### config.mk
export PLATFORM = sky130hd
export DESIGN_NAME = merge_sort_engine
export DESIGN_NICKNAME = d
export VERILOG_FILES = /design/src/rtl/core/msrt_pkg.sv /design/src/rtl/core/msrt_ram.sv /design/src/rtl/core/merge_sort_engine.sv
export SDC_FILE = /design/constraint.sdc
export NUM_CORES = 2
export LEC_CHECK = 0
export BUFFER_PORTS_ARGS = -buffer_cell sky130_fd_sc_hd__clkbuf_2
export CELL_PAD_IN_SITES_DETAIL_PLACEMENT = 0
export CELL_PAD_IN_SITES_GLOBAL_PLACEMENT = 1
export CORE_UTILIZATION = 49
export CTS_CLUSTER_SIZE = 24
export DETAILED_ROUTE_END_ITERATION = 7
export PLACE_DENSITY_LB_ADDON = 0.1
export SLEW_MARGIN = 20
export SYNTH_ARGS = -nofsm -noshare
export SYNTH_HDL_FRONTEND = slang
export SYNTH_SLANG_ARGS = --single-unit
### constraint.sdc
create_clock -name clk -period 10.5 [get_ports clk]
set_input_delay 1.575 -clock clk [delete_from_list [all_inputs] [get_ports clk]]
set_output_delay 1.575 -clock clk [all_outputs]
set_load 0.05 [all_outputs]
### src/rtl/core/msrt_pkg.sv
// Shared types and constants for the merge sort engine.
package msrt_pkg;

    localparam int ELEM_W = 32;

    typedef logic signed [ELEM_W-1:0] elem_t;

endpackage

### src/rtl/core/msrt_ram.sv
// Generic single-write, single-read RAM with a registered read port.
module msrt_ram #(
    parameter int WIDTH = 32,
    parameter int DEPTH = 64
) (
    input  logic                     clk,
    input  logic                     we,
    input  logic [$clog2(DEPTH)-1:0] waddr,
    input  logic [WIDTH-1:0]         wdata,
    input  logic [$clog2(DEPTH)-1:0] raddr,
    output logic [WIDTH-1:0]         rdata
);

    logic [WIDTH-1:0] mem [DEPTH];

    always_ff @(posedge clk)
    begin
        if (we)
        begin
            mem[waddr] <= wdata;
        end
        rdata <= mem[raddr];
    end

endmodule

### src/rtl/core/merge_sort_engine.sv
// Top level of the merge sort engine: loading, bottom-up merge passes and result output.
//
// Items are stored one per cycle until an item with final_element set arrives; items
// beyond MAX_ELEMENTS are dropped and every result of that batch then carries overflow.
// The set of n values is sorted in ceil(log2(n)) passes that ping-pong between two
// memories. Each pass starts in S_PASS and takes each pair of runs through S_PAIR,
// S_HEAD and S_MERGE, and S_MERGE writes one merged value per cycle. Each memory has
// one registered read port. The sorted values then leave one at a time through
// S_OUT_RD and S_OUT_WAIT, held while out_ready is low. No input item is accepted
// during sorting or output.
module merge_sort_engine
    import msrt_pkg::*;
#(
    parameter int MAX_ELEMENTS = 64
) (
    input  logic  clk,
    input  logic  rst_n,
    input  logic  in_valid,
    output logic  in_ready,
    input  elem_t element,
    input  logic  final_element,
    output logic  out_valid,
    input  logic  out_ready,
    output elem_t sorted_value,
    output logic  last_result,
    output logic  overflow
);

    localparam int ADDR_W = $clog2(MAX_ELEMENTS);
    localparam int CNT_W  = $clog2(MAX_ELEMENTS + 1);
    localparam int IDX_W  = CNT_W + 1;
    localparam int SUM_W  = IDX_W + 1;

    typedef enum logic [2:0] {
        S_LOAD,
        S_PASS,
        S_PAIR,
        S_HEAD,
        S_MERGE,
        S_OUT_RD,
        S_OUT_WAIT
    } state_t;

    state_t              state_reg, state_next;
    logic [CNT_W-1:0]    count_reg, count_next;
    logic                drop_reg, drop_next;
    logic                src_sel_reg, src_sel_next;
    logic [IDX_W-1:0]    width_reg, width_next;
    logic [IDX_W-1:0]    lo_reg, lo_next;
    logic [IDX_W-1:0]    mid_reg, mid_next;
    logic [IDX_W-1:0]    hi_reg, hi_next;
    logic [IDX_W-1:0]    i_reg, i_next;
    logic [IDX_W-1:0]    j_reg, j_next;
    logic [IDX_W-1:0]    k_reg, k_next;
    elem_t               a_val_reg, a_val_next;
    elem_t               b_val_reg, b_val_next;
    logic                fill_a_reg, fill_a_next;
    logic                fill_b_reg, fill_b_next;
    logic                out_valid_reg, out_valid_next;
    elem_t               sorted_value_reg, sorted_value_next;
    logic                last_result_reg, last_result_next;
    logic                overflow_reg, overflow_next;

    logic [ADDR_W-1:0]   ram_raddr;
    logic [ADDR_W-1:0]   ram_waddr;
    elem_t               ram_wdata;
    logic                we0;
    logic                we1;
    elem_t               rdata0;
    elem_t               rdata1;
    elem_t               rdata;

    logic [IDX_W-1:0]    n_ext;
    logic [SUM_W-1:0]    lo_plus_w;
    logic [SUM_W-1:0]    lo_plus_2w;
    elem_t               cur_a;
    elem_t               cur_b;
    logic                a_ok;
    logic                b_ok;
    logic                take_a;
    logic                out_last;

    msrt_ram #(
        .WIDTH (ELEM_W),
        .DEPTH (MAX_ELEMENTS)
    ) u_ram0 (
        .clk   (clk),
        .we    (we0),
        .waddr (ram_waddr),
        .wdata (ram_wdata),
        .raddr (ram_raddr),
        .rdata (rdata0)
    );

    msrt_ram #(
        .WIDTH (ELEM_W),
        .DEPTH (MAX_ELEMENTS)
    ) u_ram1 (
        .clk   (clk),
        .we    (we1),
        .waddr (ram_waddr),
        .wdata (ram_wdata),
        .raddr (ram_raddr),
        .rdata (rdata1)
    );

    assign rdata      = src_sel_reg ? rdata1 : rdata0;
    assign n_ext      = IDX_W'(count_reg);
    assign lo_plus_w  = SUM_W'(lo_reg) + SUM_W'(width_reg);
    assign lo_plus_2w = SUM_W'(lo_reg) + {width_reg, 1'b0};
    assign cur_a      = fill_a_reg ? rdata : a_val_reg;
    assign cur_b      = fill_b_reg ? rdata : b_val_reg;
    assign a_ok       = i_reg < mid_reg;
    assign b_ok       = j_reg < hi_reg;
    assign take_a     = a_ok && (!b_ok || (cur_a < cur_b));
    assign out_last   = (k_reg + IDX_W'(1)) == n_ext;

    assign in_ready     = (state_reg == S_LOAD);
    assign out_valid    = out_valid_reg;
    assign sorted_value = sorted_value_reg;
    assign last_result  = last_result_reg;
    assign overflow     = overflow_reg;

    always_comb
    begin
        state_next        = state_reg;
        count_next        = count_reg;
        drop_next         = drop_reg;
        src_sel_next      = src_sel_reg;
        width_next        = width_reg;
        lo_next           = lo_reg;
        mid_next          = mid_reg;
        hi_next           = hi_reg;
        i_next            = i_reg;
        j_next            = j_reg;
        k_next            = k_reg;
        a_val_next        = a_val_reg;
        b_val_next        = b_val_reg;
        fill_a_next       = fill_a_reg;
        fill_b_next       = fill_b_reg;
        sorted_value_next = sorted_value_reg;
        last_result_next  = last_result_reg;
        overflow_next     = overflow_reg;
        out_valid_next    = out_valid_reg && !out_ready;
        ram_raddr         = k_reg[ADDR_W-1:0];
        ram_waddr         = k_reg[ADDR_W-1:0];
        ram_wdata         = take_a ? cur_a : cur_b;
        we0               = 1'b0;
        we1               = 1'b0;

        case (state_reg)
            S_LOAD:
            begin
                ram_waddr = count_reg[ADDR_W-1:0];
                ram_wdata = element;
                if (in_valid)
                begin
                    if (count_reg < CNT_W'(MAX_ELEMENTS))
                    begin
                        we0        = 1'b1;
                        count_next = count_reg + CNT_W'(1);
                    end
                    else
                    begin
                        drop_next = 1'b1;
                    end
                    if (final_element)
                    begin
                        src_sel_next = 1'b0;
                        width_next   = IDX_W'(1);
                        state_next   = S_PASS;
                    end
                end
            end
            S_PASS:
            begin
                if (width_reg >= n_ext)
                begin
                    k_next     = '0;
                    state_next = S_OUT_RD;
                end
                else
                begin
                    lo_next    = '0;
                    state_next = S_PAIR;
                end
            end
            S_PAIR:
            begin
                if (lo_reg >= n_ext)
                begin
                    width_next   = {width_reg[IDX_W-2:0], 1'b0};
                    src_sel_next = !src_sel_reg;
                    state_next   = S_PASS;
                end
                else
                begin
                    mid_next   = (lo_plus_w < SUM_W'(n_ext)) ? lo_plus_w[IDX_W-1:0] : n_ext;
                    hi_next    = (lo_plus_2w < SUM_W'(n_ext)) ? lo_plus_2w[IDX_W-1:0] : n_ext;
                    i_next     = lo_reg;
                    j_next     = (lo_plus_w < SUM_W'(n_ext)) ? lo_plus_w[IDX_W-1:0] : n_ext;
                    k_next     = lo_reg;
                    ram_raddr  = lo_reg[ADDR_W-1:0];
                    state_next = S_HEAD;
                end
            end
            S_HEAD:
            begin
                a_val_next  = rdata;
                ram_raddr   = j_reg[ADDR_W-1:0];
                fill_a_next = 1'b0;
                fill_b_next = 1'b1;
                state_next  = S_MERGE;
            end
            S_MERGE:
            begin
                a_val_next = cur_a;
                b_val_next = cur_b;
                if (k_reg == hi_reg)
                begin
                    lo_next    = hi_reg;
                    state_next = S_PAIR;
                end
                else
                begin
                    we0    = src_sel_reg;
                    we1    = !src_sel_reg;
                    k_next = k_reg + IDX_W'(1);
                    if (take_a)
                    begin
                        i_next      = i_reg + IDX_W'(1);
                        ram_raddr   = i_next[ADDR_W-1:0];
                        fill_a_next = 1'b1;
                        fill_b_next = 1'b0;
                    end
                    else
                    begin
                        j_next      = j_reg + IDX_W'(1);
                        ram_raddr   = j_next[ADDR_W-1:0];
                        fill_a_next = 1'b0;
                        fill_b_next = 1'b1;
                    end
                end
            end
            S_OUT_RD:
            begin
                if (!out_valid_reg || out_ready)
                begin
                    state_next = S_OUT_WAIT;
                end
            end
            S_OUT_WAIT:
            begin
                out_valid_next    = 1'b1;
                sorted_value_next = rdata;
                last_result_next  = out_last;
                overflow_next     = drop_reg;
                if (out_last)
                begin
                    count_next = '0;
                    drop_next  = 1'b0;
                    state_next = S_LOAD;
                end
                else
                begin
                    k_next     = k_reg + IDX_W'(1);
                    state_next = S_OUT_RD;
                end
            end
            default:
            begin
                state_next = S_LOAD;
            end
        endcase
    end

    always_ff @(posedge clk or negedge rst_n)
    begin
        if (!rst_n)
        begin
            state_reg        <= S_LOAD;
            count_reg        <= '0;
            drop_reg         <= 1'b0;
            src_sel_reg      <= 1'b0;
            width_reg        <= '0;
            lo_reg           <= '0;
            mid_reg          <= '0;
            hi_reg           <= '0;
            i_reg            <= '0;
            j_reg            <= '0;
            k_reg            <= '0;
            a_val_reg        <= '0;
            b_val_reg        <= '0;
            fill_a_reg       <= 1'b0;
            fill_b_reg       <= 1'b0;
            out_valid_reg    <= 1'b0;
            sorted_value_reg <= '0;
            last_result_reg  <= 1'b0;
            overflow_reg     <= 1'b0;
        end
        else
        begin
            state_reg        <= state_next;
            count_reg        <= count_next;
            drop_reg         <= drop_next;
            src_sel_reg      <= src_sel_next;
            width_reg        <= width_next;
            lo_reg           <= lo_next;
            mid_reg          <= mid_next;
            hi_reg           <= hi_next;
            i_reg            <= i_next;
            j_reg            <= j_next;
            k_reg            <= k_next;
            a_val_reg        <= a_val_next;
            b_val_reg        <= b_val_next;
            fill_a_reg       <= fill_a_next;
            fill_b_reg       <= fill_b_next;
            out_valid_reg    <= out_valid_next;
            sorted_value_reg <= sorted_value_next;
            last_result_reg  <= last_result_next;
            overflow_reg     <= overflow_next;
        end
    end

    // The buffer never holds more values than its depth.
    a_count_bound: assert property (@(posedge clk) disable iff (!rst_n)
        count_reg <= CNT_W'(MAX_ELEMENTS))
        else $error("loaded count exceeds the buffer depth");

    // Every value written in a merge came from exactly one of the two runs.
    a_merge_balance: assert property (@(posedge clk) disable iff (!rst_n)
        state_reg == S_MERGE |-> (k_reg + mid_reg) == (i_reg + j_reg))
        else $error("merge indices out of step");

    // Neither run index moves past the end of its run.
    a_merge_bounds: assert property (@(posedge clk) disable iff (!rst_n)
        state_reg == S_MERGE |-> (i_reg <= mid_reg) && (j_reg <= hi_reg))
        else $error("merge run index beyond its run");

    // The final result of a batch returns the block to loading with an empty buffer.
    a_batch_end: assert property (@(posedge clk) disable iff (!rst_n)
        (state_reg == S_OUT_WAIT && out_last)
        |=> (state_reg == S_LOAD) && (count_reg == '0) && last_result_reg && out_valid_reg)
        else $error("batch did not close after its final result");

endmodule

# [Word-level counts from Yosys, hierarchy flattened]
# Memories as Yosys holds them, arrays and structs flattened. A register that Yosys moved wholly into a read port is not among the register bits.
# Index checks and enable logic that the tools add are counted.
# Widths: inputs -> output; s select.
[op_classes] add_sub_neg=6 magnitude_cmp=8 eq_ne=23 n_mux=69 bitwise=1 reduce_logical=25
[op_table] cell="$mux 32" n=5
[op_table] cell="$mux 8" n=16
[op_table] cell="$pmux 32 s2" n=1
[op_table] cell="$pmux 8 s2" n=4
[op_table] cell="$lt 32x32->1" n=1
[op_table] cell="$pmux 8 s4" n=1
[op_table] cell="$ne 2x2->1 const B" n=13
[op_table] cell="$add 8x1->8 const B" n=3
[op_table] cell="$mux 6" n=4
[op_table] cell="$reduce_and 4->1" n=6
[op_table] cell="$mux 7" n=3
[op_table] cell="$pmux 3 s7" n=1
[op_table] cell="$mux 1" n=20
[op_table] cell="$lt 9x7->1" n=2
[op_table] cell="$mux 3" n=6
[op_table] cell="$pmux 6 s3" n=1
[op_table] cell="$ge 8x7->1" n=2
[op_table] cell="$lt 8x8->1" n=2
[op_table] cell="$pmux 7 s2" n=1
[op_table] cell="$pmux 1 s2" n=5
[op_table] cell="$reduce_bool 2->1" n=5
[op_table] cell="$add 8x8->9" n=1
[op_table] cell="$add 8x9->9" n=1
[op_table] cell="$eq 3x3->1 const B" n=3
[op_table] cell="other kinds (17)" n=25
[totals] register_bits=169 ram_bits=4096 inputBits=37 output_inout_bits=36 wordCells=153 mem_count=2
[memory_table] memory="u_ram0.mem" depth=64 width=32 rd=1 rd_ports_with_merged_regs=1 write_ports=1 line="msrt_ram.sv:14" text="logic [WIDTH-1:0] mem [DEPTH];"
[memory_table] memory="u_ram1.mem" depth=64 width=32 rd=1 rd_ports_with_merged_regs=1 write_ports=1 line="msrt_ram.sv:14"

# [Depth between registers and ports, before layout]
[logic_depth] ltp_word=8 ltp_mapped=23 ltp_nobuf=16

# [Modules after synthesis]
# A second synthesis with hierarchy kept.
[unflattened] hier_cells=8076 hier_area_um2=168599.2
[by_module_without_submodules] mod="msrt_ram" n_inst=2 cells_per_inst=3324 area_per_inst_um2=78515.3 seq_area_each_um2=62139.6
[by_module_without_submodules] mod="merge_sort_engine" n_inst=1 cells_per_inst=1428 area_per_inst_um2=11568.6 seq_area_each_um2=4229.1

# [Worst setup path before layout]
# No wires, ideal clock.
[synth_path] kind="reg2reg" startpoint="reg src_sel_reg" endpoint="mem u_ram0.mem[0][31], data pin" setup_time_ps=1197 arrival_time_ps=8726 path_slack_ps=578 stages_incl_launch_ff=17 synth_period_minus_slack_ps=9922 path_cell_list="dfrtp_1 -> buf_4 -> clkbuf_1 -> mux2i_1 -> nor2_1 -> a21oi_1 -> ha_1 -> nor3b_1 -> a311o_1 -> nor3_2 -> o2111ai_2 -> mux2i_2 -> nor2_1 -> clkbuf_1 -> clkbuf_1 -> a21oi_1 -> o21ai_0"
[synth_via] elab_chain_cells=7 word_cells_on_any_way=8 cone_classes="1 x order compare; 5 x mux; 2 x reduce/logical"
[synth_lines] element="start, declared" line="merge_sort_engine.sv:47" text="logic src_sel_reg, src_sel_next;"
[synth_lines] element="start signal, assigned" line="merge_sort_engine.sv:306" text="src_sel_reg <= src_sel_next;"
[synth_lines] element="$mux 32 *" line="merge_sort_engine.sv:107" text="assign rdata = src_sel_reg ? rdata1 : rdata0;"
[synth_lines] element="$mux 32 (on tied branches)" line="merge_sort_engine.sv:111, merge_sort_engine.sv:112"
[synth_lines] element="$lt 32x32->1" line="merge_sort_engine.sv:115" text="assign take_a = a_ok && (!b_ok || (cur_a < cur_b));"
[synth_lines] element="$logic_or 1x1->1" line="merge_sort_engine.sv:115"
[synth_lines] element="$logic_and 1x1->1" line="merge_sort_engine.sv:115"
[synth_lines] element="$mux 32 *" line="merge_sort_engine.sv:147" text="ram_wdata = take_a ? cur_a : cur_b;"
[synth_lines] element="$mux 32 *" line="merge_sort_engine.sv:151" text="case (state_reg)"
[synth_lines] element="via ram_wdata[31]" line="merge_sort_engine.sv:66" text="elem_t ram_wdata;"
[synth_lines] element="end, declared" line="msrt_ram.sv:14"
# The timed path passes the listed nets; every way through them passes the cells marked *.

# [Worst setup path after layout]
[layout_path] startpoint="reg src_sel_reg" endpoint="reg u_ram0.rdata[16] (read register of u_ram0.mem)"
[layout_via] elab_chain_cells=8 word_cells_on_any_way=9 cone_classes="1 x order compare; 6 x mux; 2 x reduce/logical"
[layout_lines] element="$mux 32 *" line="merge_sort_engine.sv:107"
[layout_lines] element="$mux 32 (on tied branches)" line="merge_sort_engine.sv:111, merge_sort_engine.sv:112"
[layout_lines] element="$lt 32x32->1 *" line="merge_sort_engine.sv:115"
[layout_lines] element="$logic_or 1x1->1 *" line="merge_sort_engine.sv:115"
[layout_lines] element="$logic_and 1x1->1 *" line="merge_sort_engine.sv:115"
[layout_lines] element="$mux 6 *" line="merge_sort_engine.sv:229" text="if (take_a)"
[layout_lines] element="$mux 6 *" line="merge_sort_engine.sv:219" text="if (k_reg == hi_reg)"
[layout_lines] element="$pmux 6 s3 *" line="merge_sort_engine.sv:151"
[layout_lines] element="end, declared" line="msrt_ram.sv:11" text="output logic [WIDTH-1:0] rdata"
# Mark *: on every way between the ends. The rest lies on a longest branch, timed or not.
# A chain may end at the register's enable or synchronous reset.

==> flow_summary.toml <==
[layout]
fillers = 26857
reg_top3 = "u_ram0.mem: 2048 flops, u_ram1.mem: 2048 flops"
final_area_um2 = 195000
nNetsFinal = 10622
post-route-util = 0.559
area_growth_pct = 13.5
drive_gt1_frac = 0.173

[logic_synthesis]
synth_cell_types = 79
avgSynthCellArea_um2 = 16.7
synth_xor_area_frac = 0.00209
yosys_warnings = 0
synth_mux_area_frac = 0.0720
ys_top_cells_by_area = "edfxtp_1 (72%), mux4_2 (5.2%), a211oi_1 (3.6%)"
synth_edf_count = 4096
synth_top_family_by_area = "compound AO/OA/AOI/OAI gates"
syn_nets = 10460
ys_seq_area_frac = 0.747
synth_cells = 10331
yosys.area.top_type_share = 0.715
ys_seq_elements = 4329
synth_compound_area_frac = 0.0985
syn_area_um2 = 172000
yosys.area.top_type = "edfxtp_1"
synth_ff_type = "edfxtp_1"
synthAdderAreaFrac = 0.00678
synth-simple-area-share = 0.0531
async_reset_ff_frac = 0.0390

[floorplanning]
die_x_um = 594
coreArea_um2 = 349000
row_count = 217
die_area_um2 = 353000
start_util = 0.492
die_h_um = 594
ioPinCount = 73

[clocking]
cts_buffers = 446
cts-root-buf = "clkbuf_16"
tritoncts = "done"
clock_path_buffers = 4
cts_resized = 0
clk_transition_reported_paths_ps = 60
cts.sinks = 4329
clk_latency_ps = 1010
h-tree-depth = 5
hold_buffers = 0
post-cts-setup-buffers = 0

[grt]
grt_max_degree = 160
grt_pass1_vias = 97416
antenna_found_initial = 50
track_usage = 0.312
grt_first_pass_wirelength_um = 778000
overflow = 0

[sta]
post-route-period-util = 0.825
slew_violations = 0
worst_pin_slew_ps = 1370
final.setup_skew_ps = 57.1
slew_headroom = 0.0823
final-setup-viol-count = 0
rsz0062_at_grt = "no"
layout_min_cycle_time_ps = 8660
max_freq_mhz = 116
final_hold_viol_count = 0
tns_ps = 0

[route]
routed_via_density = 6.68
dr.first_iter.drc_count = 15223
final_antenna_net_count = 0
drt-total-wl_um = 561000
route.detailed.wl_per_inst_um = 36.2
drt-pass1-iter-count = 6
num_vias = 103546
drc = 0

[min_path]
hp-class = "in2async"

[critical_path]
cp-start-kind = "flop"
crit_path_cell_trace = "buf_4 > mux2i_1 > nor2_1 > a21oi_1 > ha_1 > nand4_1 > nor4_1 > o211ai_1 > o2111ai_2 > mux2_4 > and3_1 > o21ai_2 > nand2_4 > buf_4 > buf_4 > mux4_2 > o22a_1 > a31oi_2 > nor4_1"
cp_common_cell = "buf_4"
arrival_ps = 9440
end_kind = "flop"
crit_fanout = 30
crit_slowest_cell = "nor4_1"
cp_slowest_stage_delay_ps = 950
crit_family = "simple AND/OR/NAND/NOR gates"
worst-path-buf-inv = 3
path_class = "reg2reg"
required_ps = 11280

[status]
status = "complete, no violations"

[place]
port_buffers = 72
place_congestion = 0.860
placed_area_um2 = 181000
dp_hpwl_um = 319000

[flow_run]
drv_cap = 0
[per-layer routing]
metal  vias to the layer above  global-route usage  wire length, µm  share of wire
met2                      5836               0.454           245000           0.44
met3                       761              0.0660            62200           0.11
met5                         -                   0               37       0.000066
li1                      42374                   -                -              -
met1                     54569               0.478           238000           0.43
met4                         6              0.0820            15400          0.027
[synth_stat cells, types with 18 or more instances]
library cell / number
and3_1: 778
dfrtp_1: 169
dfxtp_1: 64
ha_1: 90
nand4_1: 40
a21o_1: 18
o21ai_0: 537
a211oi_1: 825
clkbuf_1: 596
nand3_1: 30
edfxtp_1: 4096
o31ai_1: 19
inv_1: 62
mux2_2: 53
a32o_1: 52
mux4_2: 397
buf_2: 140
a221oi_1: 128
buf_1: 39
buf_4: 19
nor4_1: 67
a21oi_1: 319
a31oi_1: 197
nor2_1: 371
mux2i_1: 281
o32ai_1: 53
nand2_1: 428
o21ai_1: 32
xnor2_1: 33
o22a_1: 193
[metrics by stage]
step                hold slack, ps  cells  setup WS (ps)
floorplan                      450  10331            578
global placement               464  14626            522
detailed placement             473  14641           2000
CTS                            428  15473           1910
global route                   478  15483           1620
finish                         479  15503           1840
[final timing paths]
kind	startpoint	end	slack (ps)	depth (start not counted)
max	src_sel_reg$_DFFE_PN0P_	u_ram0.rdata[16]$_DFF_P_	1840	19
min	rst_n	width_reg[7]$_DFFE_PN0P_	480	1
max reg2reg	src_sel_reg$_DFFE_PN0P_	u_ram0.rdata[16]$_DFF_P_	1840	19
min reg2reg	sorted_value[0]$_DFFE_PN0P_	sorted_value[0]$_DFFE_PN0P_	480	2
max in group asynchronous	rst_n	fill_a_reg$_DFFE_PN0P_	8670	2
min in group clk	sorted_value[0]$_DFFE_PN0P_	sorted_value[0]$_DFFE_PN0P_	480	2
[layout make-up]
type,instances,area (µm²),area share
antenna,27,67.6,0.000346
sequential,4329,129000,0.658
tap,4599,5750,0.0295
timing repair buffer,513,4420,0.0226
clock buffer,583,12200,0.0624
inverter,63,236,0.00121
multi-input combinational,5140,42000,0.215
clock inverter,249,2090,0.0107
[placed cells by master, fill, tap and decap left out, types with 18 or more instances in the layout]
cell type,n
a211oi_1,824
a21oi_1,319
a221oi_1,128
a31oi_1,160
a31oi_2,37
a32o_1,52
and3_1,777
buf_12,54
buf_4,378
bufinv_16,28
clkbuf_1,99
clkbuf_16,458
clkbuf_2,71
clkbuf_8,26
clkinv_1,100
clkinv_2,87
dfrtp_1,167
dfxtp_1,64
diode_2,27
edfxtp_1,4096
ha_1,90
inv_1,62
mux2_2,53
mux2i_1,275
mux4_2,397
nand2_1,419
nand3_1,29
nand4_1,40
nor2_1,237
nor2_4,135
nor4_1,57
o21ai_0,501
o21ai_1,33
o21ai_4,35
o22a_1,193
o32ai_1,35
o32ai_2,18
xnor2_1,33
[worst register-to-register path: cells and delay by family (launching register included)]
family / cells / cell delay, ps
and+or+nand+nor: 6 / 2930
AOI/OAI and AO/OA: 6 / 2190
muxes: 3 / 1390
buffers and inverters: 3 / 1350
DFF: 1 / 390
adders and majority gates: 1 / 200
[cell families after synthesis]
kind of cell | after synthesis
DFF | 4329
and+or+nand+nor | 1785
buffers and inverters | 862
AOI/OAI and AO/OA | 2488
xor gates and xnor gates | 41
adders and majority gates | 92
muxes | 734
Power is not shown: default switching activity piles up to over one toggle a cycle in this logic, so the estimate is an artifact.
